$ cat config.mk
export PLATFORM = sky130hd
export DESIGN_NAME = line_allocator_with_preemption_top_flat
export DESIGN_NICKNAME = d
export VERILOG_FILES = /design/src/hdl/lalloc_pkg.sv /design/src/hdl/lalloc_req_if.sv /design/src/hdl/lalloc_rsp_if.sv /design/src/hdl/line_allocator_with_preemption_top.sv /design/src/flat_wrapper.sv
export SDC_FILE = /design/constraint.sdc
export NUM_CORES = 1
export LEC_CHECK = 0
export BUFFER_PORTS_ARGS = -buffer_cell sky130_fd_sc_hd__buf_2
export CAP_MARGIN = 20
export CELL_PAD_IN_SITES_DETAIL_PLACEMENT = 2
export CELL_PAD_IN_SITES_GLOBAL_PLACEMENT = 2
export CORE_MARGIN = 5
export CORE_UTILIZATION = 45
export CTS_CLUSTER_DIAMETER = 200
export DETAILED_ROUTE_END_ITERATION = 16
export PLACE_DENSITY_LB_ADDON = 0.1
export SLEW_MARGIN = 20
export SYNTH_ARGS = -nofsm -noshare
export SYNTH_HDL_FRONTEND = slang
export SYNTH_SLANG_ARGS = --single-unit
$ cat constraint.sdc
create_clock -name clk -period 10.1 [get_ports clk]
set_input_delay 0.505 -clock clk [delete_from_list [all_inputs] [get_ports clk]]
set_output_delay 0.505 -clock clk [all_outputs]
set_load 0.01 [all_outputs]
$ cat src/hdl/lalloc_pkg.sv
// ----------------------------------------------------------------------------
// lalloc_pkg
// Shared types and constants for the line allocator with preemption.
// ----------------------------------------------------------------------------
package lalloc_pkg;

  localparam int LINE_COUNT = 16;
  localparam int IDX_W      = $clog2(LINE_COUNT);
  localparam int CNT_W      = $clog2(LINE_COUNT + 1);

  localparam int CMD_W      = 2;
  localparam int OWNER_W    = 8;
  localparam int PRIO_W     = 8;
  localparam int LINE_W     = 4;
  localparam int ACTIVE_W   = 5;
  localparam int CFG_IDX_W  = 1;
  localparam int CFG_DATA_W = 5;

  typedef enum logic [CMD_W-1:0] {
    CMD_ALLOC    = 2'd0,
    CMD_CONNECT  = 2'd1,
    CMD_RELEASE  = 2'd2,
    CMD_SET_LINE = 2'd3
  } cmd_t;

  typedef enum logic [CFG_IDX_W-1:0] {
    CFG_ROTATE_MODE  = 1'd0,
    CFG_ACTIVE_LINES = 1'd1
  } cfg_reg_t;

  localparam logic signed [OWNER_W-1:0] OWNER_NONE = -8'sd1;

endpackage

$ cat src/hdl/lalloc_req_if.sv
// ----------------------------------------------------------------------------
// lalloc_req_if
// Request channel of the line allocator: valid/ready plus command fields.
// ----------------------------------------------------------------------------
interface lalloc_req_if;
  logic              valid;
  logic              ready;
  logic [1:0]        command;
  logic signed [7:0] requester_owner;
  logic [7:0]        request_priority;
  logic [3:0]        target_line;
  logic signed [7:0] new_owner;
  logic              new_incoming_block;

  modport source (
    output valid, command, requester_owner, request_priority, target_line,
           new_owner, new_incoming_block,
    input  ready
  );

  modport sink (
    input  valid, command, requester_owner, request_priority, target_line,
           new_owner, new_incoming_block,
    output ready
  );
endinterface

$ cat src/hdl/lalloc_rsp_if.sv
// ----------------------------------------------------------------------------
// lalloc_rsp_if
// Response channel of the line allocator: valid/ready plus grant fields.
// ----------------------------------------------------------------------------
interface lalloc_rsp_if;
  logic       valid;
  logic       ready;
  logic       granted;
  logic [3:0] granted_line;
  logic       was_preempted;

  modport source (
    output valid, granted, granted_line, was_preempted,
    input  ready
  );

  modport sink (
    input  valid, granted, granted_line, was_preempted,
    output ready
  );
endinterface

$ cat src/hdl/line_allocator_with_preemption_top.sv
// ----------------------------------------------------------------------------
// line_allocator_with_preemption_top
// Line table with ring-pointer allocation, owner reservation and priority
// preemption; one shared compare unit scans one line per cycle.
// ----------------------------------------------------------------------------
//  channel  | dir | handshake          | payload
//  in_req   | in  | valid/ready        | command, owner, priority, line, attrs
//  out_rsp  | out | valid/ready        | granted, granted_line, was_preempted
//  cfg_*    | in  | cfg_wr_en strobe   | cfg_index, cfg_wdata
//
//  Table commands respond in the cycle after acceptance; allocate scans
//  min(active_lines, LINE_COUNT) lines, one per cycle via the shared
//  comparator, then decides (with no active lines it responds like a table
//  command). in_req.ready is high only in idle, which follows each response
//  handshake. A stalled response holds the block until out_rsp.ready. rst_n
//  is synchronous; after it the table is free, unowned and at priority zero.
// ----------------------------------------------------------------------------
module line_allocator_with_preemption_top
  import lalloc_pkg::*;
(
  input  logic                  clk,
  input  logic                  rst_n,
  lalloc_req_if.sink            in_req,
  lalloc_rsp_if.source          out_rsp,
  input  logic                  cfg_wr_en,
  input  logic [CFG_IDX_W-1:0]  cfg_index,
  input  logic [CFG_DATA_W-1:0] cfg_wdata
);

  typedef enum logic [3:0] {
    ST_IDLE   = 4'b0001,
    ST_SCAN   = 4'b0010,
    ST_DECIDE = 4'b0100,
    ST_RESP   = 4'b1000
  } state_t;

  state_t state_r;

  // Configuration
  logic                rotate_mode_r;
  logic [ACTIVE_W-1:0] active_lines_r;

  // Line table
  logic                      busy_r   [LINE_COUNT];
  logic                      seized_r [LINE_COUNT];
  logic                      block_r  [LINE_COUNT];
  logic signed [OWNER_W-1:0] owner_r  [LINE_COUNT];
  logic [PRIO_W-1:0]         prio_r   [LINE_COUNT];
  logic [IDX_W-1:0]          sp_r;

  // Request capture and scan state
  logic signed [OWNER_W-1:0] req_owner_r;
  logic [PRIO_W-1:0]         req_prio_r;
  logic [CNT_W-1:0]          n_r;
  logic [CNT_W-1:0]          cnt_r;
  logic [IDX_W-1:0]          idx_r;
  logic                      own_hit_r;
  logic [IDX_W-1:0]          own_idx_r;
  logic                      free_hit_r;
  logic [IDX_W-1:0]          free_idx_r;
  logic                      best_hit_r;
  logic [IDX_W-1:0]          best_idx_r;
  logic [PRIO_W-1:0]         best_prio_r;

  // Response registers
  logic              rsp_granted_r;
  logic [LINE_W-1:0] rsp_line_r;
  logic              rsp_pre_r;

  logic              in_fire;
  logic              out_fire;
  cmd_t              in_cmd;
  logic [CNT_W-1:0]  n_eff;
  logic              tgt_ok;
  logic [IDX_W-1:0]  tgt_idx;
  logic              cur_avail;
  logic              cur_busy;
  logic              owner_match;
  logic              prio_lower;
  logic              scan_last;
  logic              idx_wrap;

  assign in_req.ready      = (state_r == ST_IDLE);
  assign out_rsp.valid     = (state_r == ST_RESP);
  assign out_rsp.granted       = rsp_granted_r;
  assign out_rsp.granted_line  = rsp_line_r;
  assign out_rsp.was_preempted = rsp_pre_r;

  assign in_fire  = in_req.valid & in_req.ready;
  assign out_fire = out_rsp.valid & out_rsp.ready;
  assign in_cmd   = cmd_t'(in_req.command);

  always_comb begin
    if (int'(active_lines_r) > LINE_COUNT) begin
      n_eff = CNT_W'(LINE_COUNT);
    end else begin
      n_eff = CNT_W'(active_lines_r);
    end
  end

  assign tgt_ok  = int'(in_req.target_line) < LINE_COUNT;
  assign tgt_idx = IDX_W'(in_req.target_line);

  // Shared scan datapath: one table entry read at idx_r per cycle
  assign cur_busy    = busy_r[idx_r];
  assign cur_avail   = !busy_r[idx_r] && !seized_r[idx_r] && !block_r[idx_r];
  assign owner_match = !req_owner_r[OWNER_W-1] && (owner_r[idx_r] == req_owner_r);
  assign prio_lower  = !best_hit_r || (best_prio_r > prio_r[idx_r]);
  assign scan_last   = (cnt_r + CNT_W'(1)) == n_r;
  assign idx_wrap    = (CNT_W'(idx_r) + CNT_W'(1)) == n_r;

  always_ff @(posedge clk) begin
    if (!rst_n) begin
      state_r        <= ST_IDLE;
      rotate_mode_r  <= 1'b0;
      active_lines_r <= ACTIVE_W'(16);
      sp_r           <= '0;
      for (int i = 0; i < LINE_COUNT; i++) begin
        busy_r[i]   <= 1'b0;
        seized_r[i] <= 1'b0;
        block_r[i]  <= 1'b0;
        owner_r[i]  <= OWNER_NONE;
        prio_r[i]   <= '0;
      end
    end else begin
      if (cfg_wr_en) begin
        case (cfg_reg_t'(cfg_index))
          CFG_ROTATE_MODE:  rotate_mode_r  <= cfg_wdata[0];
          CFG_ACTIVE_LINES: active_lines_r <= cfg_wdata[ACTIVE_W-1:0];
          default: ;
        endcase
      end

      case (state_r)
        ST_IDLE: begin
          if (in_fire) begin
            rsp_granted_r <= 1'b0;
            rsp_line_r    <= '0;
            rsp_pre_r     <= 1'b0;
            req_owner_r   <= in_req.requester_owner;
            req_prio_r    <= in_req.request_priority;
            n_r           <= n_eff;
            cnt_r         <= '0;
            own_hit_r     <= 1'b0;
            free_hit_r    <= 1'b0;
            best_hit_r    <= 1'b0;
            state_r       <= ((in_cmd == CMD_ALLOC) && (n_eff != '0)) ? ST_SCAN : ST_RESP;
            case (in_cmd)
              CMD_ALLOC: begin
                if (n_eff != '0) begin
                  // restart the ring at line 0 when the pointer is out of range
                  if (CNT_W'(sp_r) >= n_eff) begin
                    sp_r  <= '0;
                    idx_r <= '0;
                  end else begin
                    idx_r <= sp_r;
                  end
                end
              end
              CMD_CONNECT: begin
                if (tgt_ok) begin
                  busy_r[tgt_idx]   <= 1'b1;
                  seized_r[tgt_idx] <= 1'b0;
                  prio_r[tgt_idx]   <= in_req.request_priority;
                end
              end
              CMD_RELEASE: begin
                if (tgt_ok) begin
                  busy_r[tgt_idx]   <= 1'b0;
                  seized_r[tgt_idx] <= 1'b0;
                  prio_r[tgt_idx]   <= '0;
                end
              end
              CMD_SET_LINE: begin
                if (tgt_ok) begin
                  owner_r[tgt_idx] <= in_req.new_owner;
                  block_r[tgt_idx] <= in_req.new_incoming_block;
                end
              end
              default: ;
            endcase
          end
        end

        ST_SCAN: begin
          // track first reserved hit, first free hit and first lowest busy line
          if (!own_hit_r && cur_avail && owner_match) begin
            own_hit_r <= 1'b1;
            own_idx_r <= idx_r;
          end
          if (!free_hit_r && cur_avail) begin
            free_hit_r <= 1'b1;
            free_idx_r <= idx_r;
          end
          if (cur_busy && prio_lower) begin
            best_hit_r  <= 1'b1;
            best_idx_r  <= idx_r;
            best_prio_r <= prio_r[idx_r];
          end
          if (scan_last) begin
            state_r <= ST_DECIDE;
          end else begin
            cnt_r <= cnt_r + CNT_W'(1);
            idx_r <= idx_wrap ? '0 : idx_r + IDX_W'(1);
          end
        end

        ST_DECIDE: begin
          state_r <= ST_RESP;
          if (own_hit_r) begin
            seized_r[own_idx_r] <= 1'b1;
            rsp_granted_r       <= 1'b1;
            rsp_line_r          <= LINE_W'(own_idx_r);
            if (rotate_mode_r) begin
              sp_r <= own_idx_r;
            end
          end else if (free_hit_r) begin
            seized_r[free_idx_r] <= 1'b1;
            rsp_granted_r        <= 1'b1;
            rsp_line_r           <= LINE_W'(free_idx_r);
            if (rotate_mode_r) begin
              sp_r <= free_idx_r;
            end
          end else if (best_hit_r && (best_prio_r < req_prio_r)) begin
            busy_r[best_idx_r]   <= 1'b0;
            seized_r[best_idx_r] <= 1'b1;
            prio_r[best_idx_r]   <= '0;
            rsp_granted_r        <= 1'b1;
            rsp_line_r           <= LINE_W'(best_idx_r);
            rsp_pre_r            <= 1'b1;
          end
        end

        ST_RESP: begin
          if (out_fire) begin
            state_r <= ST_IDLE;
          end
        end

        default: state_r <= ST_IDLE;
      endcase
    end
  end

`ifndef SYNTH
  a_ready_excl_valid: assert property (@(posedge clk) disable iff (!rst_n)
    in_req.ready |-> !out_rsp.valid)
    else $error("request accepted while a response is pending");

  a_pre_implies_grant: assert property (@(posedge clk) disable iff (!rst_n)
    out_rsp.valid |-> (!out_rsp.was_preempted || out_rsp.granted))
    else $error("preemption flagged without a grant");

  a_no_grant_line_zero: assert property (@(posedge clk) disable iff (!rst_n)
    (out_rsp.valid && !out_rsp.granted) |-> (out_rsp.granted_line == '0))
    else $error("nonzero line reported without a grant");

  a_table_cmd_quick: assert property (@(posedge clk) disable iff (!rst_n)
    (in_fire && (in_cmd != CMD_ALLOC)) |=> (out_rsp.valid && !out_rsp.granted))
    else $error("table command did not respond next cycle");
`endif

endmodule
$ cat src/flat_wrapper.sv
// flat-port wrapper written by rule: the top's interface ports become plain ports
module line_allocator_with_preemption_top_flat import lalloc_pkg::*;
  (clk, rst_n, cfg_wr_en, cfg_index, cfg_wdata, in_req_valid, in_req_command, in_req_requester_owner, in_req_request_priority, in_req_target_line, in_req_new_owner, in_req_new_incoming_block, in_req_ready, out_rsp_valid, out_rsp_granted, out_rsp_granted_line, out_rsp_was_preempted, out_rsp_ready);
  lalloc_req_if in_req_i ();
  lalloc_rsp_if out_rsp_i ();
  input  logic clk;
  input  logic rst_n;
  input  logic cfg_wr_en;
  input  logic [CFG_IDX_W-1:0] cfg_index;
  input  logic [CFG_DATA_W-1:0] cfg_wdata;
  input wire logic [$bits(in_req_i.valid)-1:0] in_req_valid;
  input wire logic [$bits(in_req_i.command)-1:0] in_req_command;
  input wire logic [$bits(in_req_i.requester_owner)-1:0] in_req_requester_owner;
  input wire logic [$bits(in_req_i.request_priority)-1:0] in_req_request_priority;
  input wire logic [$bits(in_req_i.target_line)-1:0] in_req_target_line;
  input wire logic [$bits(in_req_i.new_owner)-1:0] in_req_new_owner;
  input wire logic [$bits(in_req_i.new_incoming_block)-1:0] in_req_new_incoming_block;
  output wire logic [$bits(in_req_i.ready)-1:0] in_req_ready;
  output wire logic [$bits(out_rsp_i.valid)-1:0] out_rsp_valid;
  output wire logic [$bits(out_rsp_i.granted)-1:0] out_rsp_granted;
  output wire logic [$bits(out_rsp_i.granted_line)-1:0] out_rsp_granted_line;
  output wire logic [$bits(out_rsp_i.was_preempted)-1:0] out_rsp_was_preempted;
  input wire logic [$bits(out_rsp_i.ready)-1:0] out_rsp_ready;
  assign in_req_i.valid = in_req_valid;
  assign in_req_i.command = in_req_command;
  assign in_req_i.requester_owner = in_req_requester_owner;
  assign in_req_i.request_priority = in_req_request_priority;
  assign in_req_i.target_line = in_req_target_line;
  assign in_req_i.new_owner = in_req_new_owner;
  assign in_req_i.new_incoming_block = in_req_new_incoming_block;
  assign in_req_ready = in_req_i.ready;
  assign out_rsp_valid = out_rsp_i.valid;
  assign out_rsp_granted = out_rsp_i.granted;
  assign out_rsp_granted_line = out_rsp_i.granted_line;
  assign out_rsp_was_preempted = out_rsp_i.was_preempted;
  assign out_rsp_i.ready = out_rsp_ready;
  line_allocator_with_preemption_top u_core (.clk(clk), .rst_n(rst_n), .in_req(in_req_i), .out_rsp(out_rsp_i), .cfg_wr_en(cfg_wr_en), .cfg_index(cfg_index), .cfg_wdata(cfg_wdata));
endmodule
==> run metrics <==
status=finished clean; Leak=~6.5 nW; Via density=5.98; Worst Reg2Reg Path Length in Cells=13; number of synthesized register bits=381; finished layout cell area=approximately 20,000 um2; CTS sink count=about 380; Post-synth top cells=315 x edfxtp_1, 135 x and2_1, 132 x or3_1; vias=11,672; DIE AREA=between 40,000 and 50,000 um2; routed len/inst=roughly 28 um; share of flip-flops with an asynchronous set or reset=0%; H-tree depth=2; most common flop cell mapped by yosys=edfxtp_1; count leader, synth=edfxtp_1; Worst Path Required=between 10 and 15 ns; final cell count without fillers=a little under 2,000; Syn. warnings=0; first-pass GRT wire length=~83,000 um; Layout area overhead=11.8%; Final Hold Fails=0; PostCTS Resize Cnt=0; Crit Path Category=reg -> reg; crit path launch type=register; TNS Setup=0 ns; antenna-violating nets left=0; DRC viols=0; CTS Root Cell=clkbuf_16; Worst setup EP type=register; min-delay worst type=in -> reg; IR drop worst, VDD=0.161 mV; PD cells=~190 nW/um2; clk slew on worst S/H paths=around 0.060 ns; diode count=0; RSZ-0062 raised after global routing=false; postcts setup bufs=0; vias in the first global route=between 10,000 and 15,000; fin. max-slew vios=0; fin util=50.6%; IO Pins=50; top-area cell type share of the netlist area=between 50% and 60%; initial drt markers=774; GRT overflow=0; skew final=around 0.023 ns; antenna violations before repair=0; largest net degree at the start of global routing=60; Slew HR=23.8%; total track usage=between 20% and 30%; # placed instances=roughly 1,900; # hold bufs at CTS=0; count of max-cap constraint violations=0; internal power=approximately 2.8 mW; clock power share=40.7%; Cells after Synth=1,368; gpl congestion=between 0.8 and 0.9; Final setup viols=0; I/O Buffers=49; Placed Area=18,600 um2; Comb power frac=11.7%; DRT Wirelength=54,700 um; clk buf depth=3; Sequential Power Share=a little under half; filler cell count=about 3,700; Avg Synthesized Cell Area=between 10 and 15 um2; arrival time worst endpoint=5.08 ns; number of synthesized flops with an enable pin=~320; Detail Placement HPWL=about 37,000 um; clock tree from TritonCTS=done; Nets=around 1,500; DRT Pass-1 Iters=5; sw frac=25.8%; Synth area leader=edfxtp_1; row cnt=between 70 and 80; Seq/Total Area, Yosys=between 60% and 70%; worst-skew pair later-pin latency=between 0.5 and 0.6 ns; Synthesized Nets=about 1,400; Die Wd=209 um; die height=209 um; Tmin final=between 4 and 5 ns; Sw Pwr=between 0.9 and 1 mW; Initial Util=between 40% and 50%; Slew @ Worst Pin=1.13 ns; Core ar.=between 30,000 and 40,000 um2; share of layout cells above drive strength 1=about 17%; Worst Hold Depth=1; setup slack at placement=about 5.2 ns; worst setup margin=~5.3 ns; final period utilization=a little under half; Max Freq=208 MHz; Synth Cell Area=17,900 um2; crit-path max FO=42; total CTS buffers=44; Yosys cell types=58; top post-synthesis cells by area=edfxtp_1 53%, mux4_2 9.6%, dfxtp_1 7.4%
critical path, stage by stage, from the launching register on:
cell,delay [ns]
dfxtp_4,0.59
buf_4,0.73
mux4_2,0.61
mux4_2,0.50
inv_1,0.08
ha_1,0.16
nor2b_1,0.16
o21a_1,0.12
o21ai_0,0.08
a21oi_1,0.15
o22ai_1,0.10
a221o_1,0.32
nor2_1,0.51
buf_4,0.30
per-stage QoR:
| stage | hold slack, ns | power [mW] |
|---|---|---|
| after floorplan | 0.426 | 2.12 |
| after global placement | 0.436 | 2.27 |
| after detailed placement | 0.446 | 2.30 |
| after CTS | 0.0842 | 3.85 |
| after global routing | 0.0919 | 3.95 |
| final | 0.108 | 3.81 |
per-layer routing:
metal	track usage [%]	wire [um]	vias to the layer above
met3	3.65	1970	82
li1	-	-	5171
met1	31.5	22600	6191
met4	8.06	1560	0
met2	44.6	28500	228
met5	0	0	-
registers in the layout (all words and copies together) (netlist names), 4 cells and up, named ones only:
name and count:
u_core.active_lines_r 5, u_core.best_idx_r 4, u_core.best_prio_r 8, u_core.block_r 16, u_core.busy_r 16, u_core.cnt_r 5
u_core.free_idx_r 4, u_core.idx_r 4, u_core.n_r 5, u_core.out_rsp.granted_line 4, u_core.own_idx_r 4, u_core.owner_r 128
u_core.prio_r 128, u_core.req_owner_r 8, u_core.req_prio_r 8, u_core.seized_r 16, u_core.sp_r 4, u_core.state_r 4
power by group through the flow:
stage | Sequential (mW) | Clock, mW | Combinational [mW]
2_1_floorplan | 1.81 | 0 | 0.315
3_3_place_gp | 1.84 | 0 | 0.428
3_5_place_dp | 1.85 | 0 | 0.449
4_1_cts | 1.81 | 1.58 | 0.452
5_1_grt | 1.82 | 1.65 | 0.482
6_report | 1.81 | 1.55 | 0.448
area by class of cell:
type                            count  area, um2  area share [%]
Timing Repair Buffer               73        425            2.13
Clock inverter                     13       97.6           0.488
Multi-Input combinational cell    850       6600            33.0
Inverter                           41        155           0.775
Sequential cell                   381      10800            53.9
Tap cell                          525        657            3.28
Clock buffer                       69       1290            6.43
cell usage in the layout (no fill, tap or decap), types with 21 or more instances in the layout:
| master | synthesis | final |
|---|---|---|
| o21ai_0 | 55 | 42 |
| buf_2 | 16 | 49 |
| edfxtp_1 | 315 | 315 |
| buf_4 | 0 | 24 |
| ha_1 | 21 | 21 |
| clkbuf_16 | 0 | 46 |
| mux2i_1 | 45 | 45 |
| dfxtp_1 | 66 | 63 |
| nand2_1 | 84 | 84 |
| or3_1 | 132 | 132 |
| nor2_1 | 70 | 70 |
| nand3_1 | 30 | 30 |
| and2_1 | 135 | 135 |
| inv_1 | 38 | 38 |
| a21oi_1 | 22 | 22 |
| mux4_2 | 76 | 76 |
path summary, 6_finish.rpt:
check                          endpoint  slack [ns]                       from
setup / recovery   u_core.best_idx_r[3]        5.29                   register
hold / removal    u_core.req_owner_r[2]        0.11  in_req_requester_owner[2]
setup reg to reg   u_core.best_idx_r[3]        5.29                   register
hold reg to reg       u_core.busy_r[12]        0.46          u_core.busy_r[12]
logic make-up after synthesis:
kind of cell / after synthesis / share of synthesized area [%]
AOI/OAI and AO/OA: 157 / 5.61
DFF: 381 / 60.2
adders and majority gates: 21 / 1.47
and+or+nand+nor: 513 / 15.6
xor gates and xnor gates: 28 / 1.37
muxes: 131 / 12.7
buffers and inverters: 137 / 2.99
(Power assumes the default switching activity.)
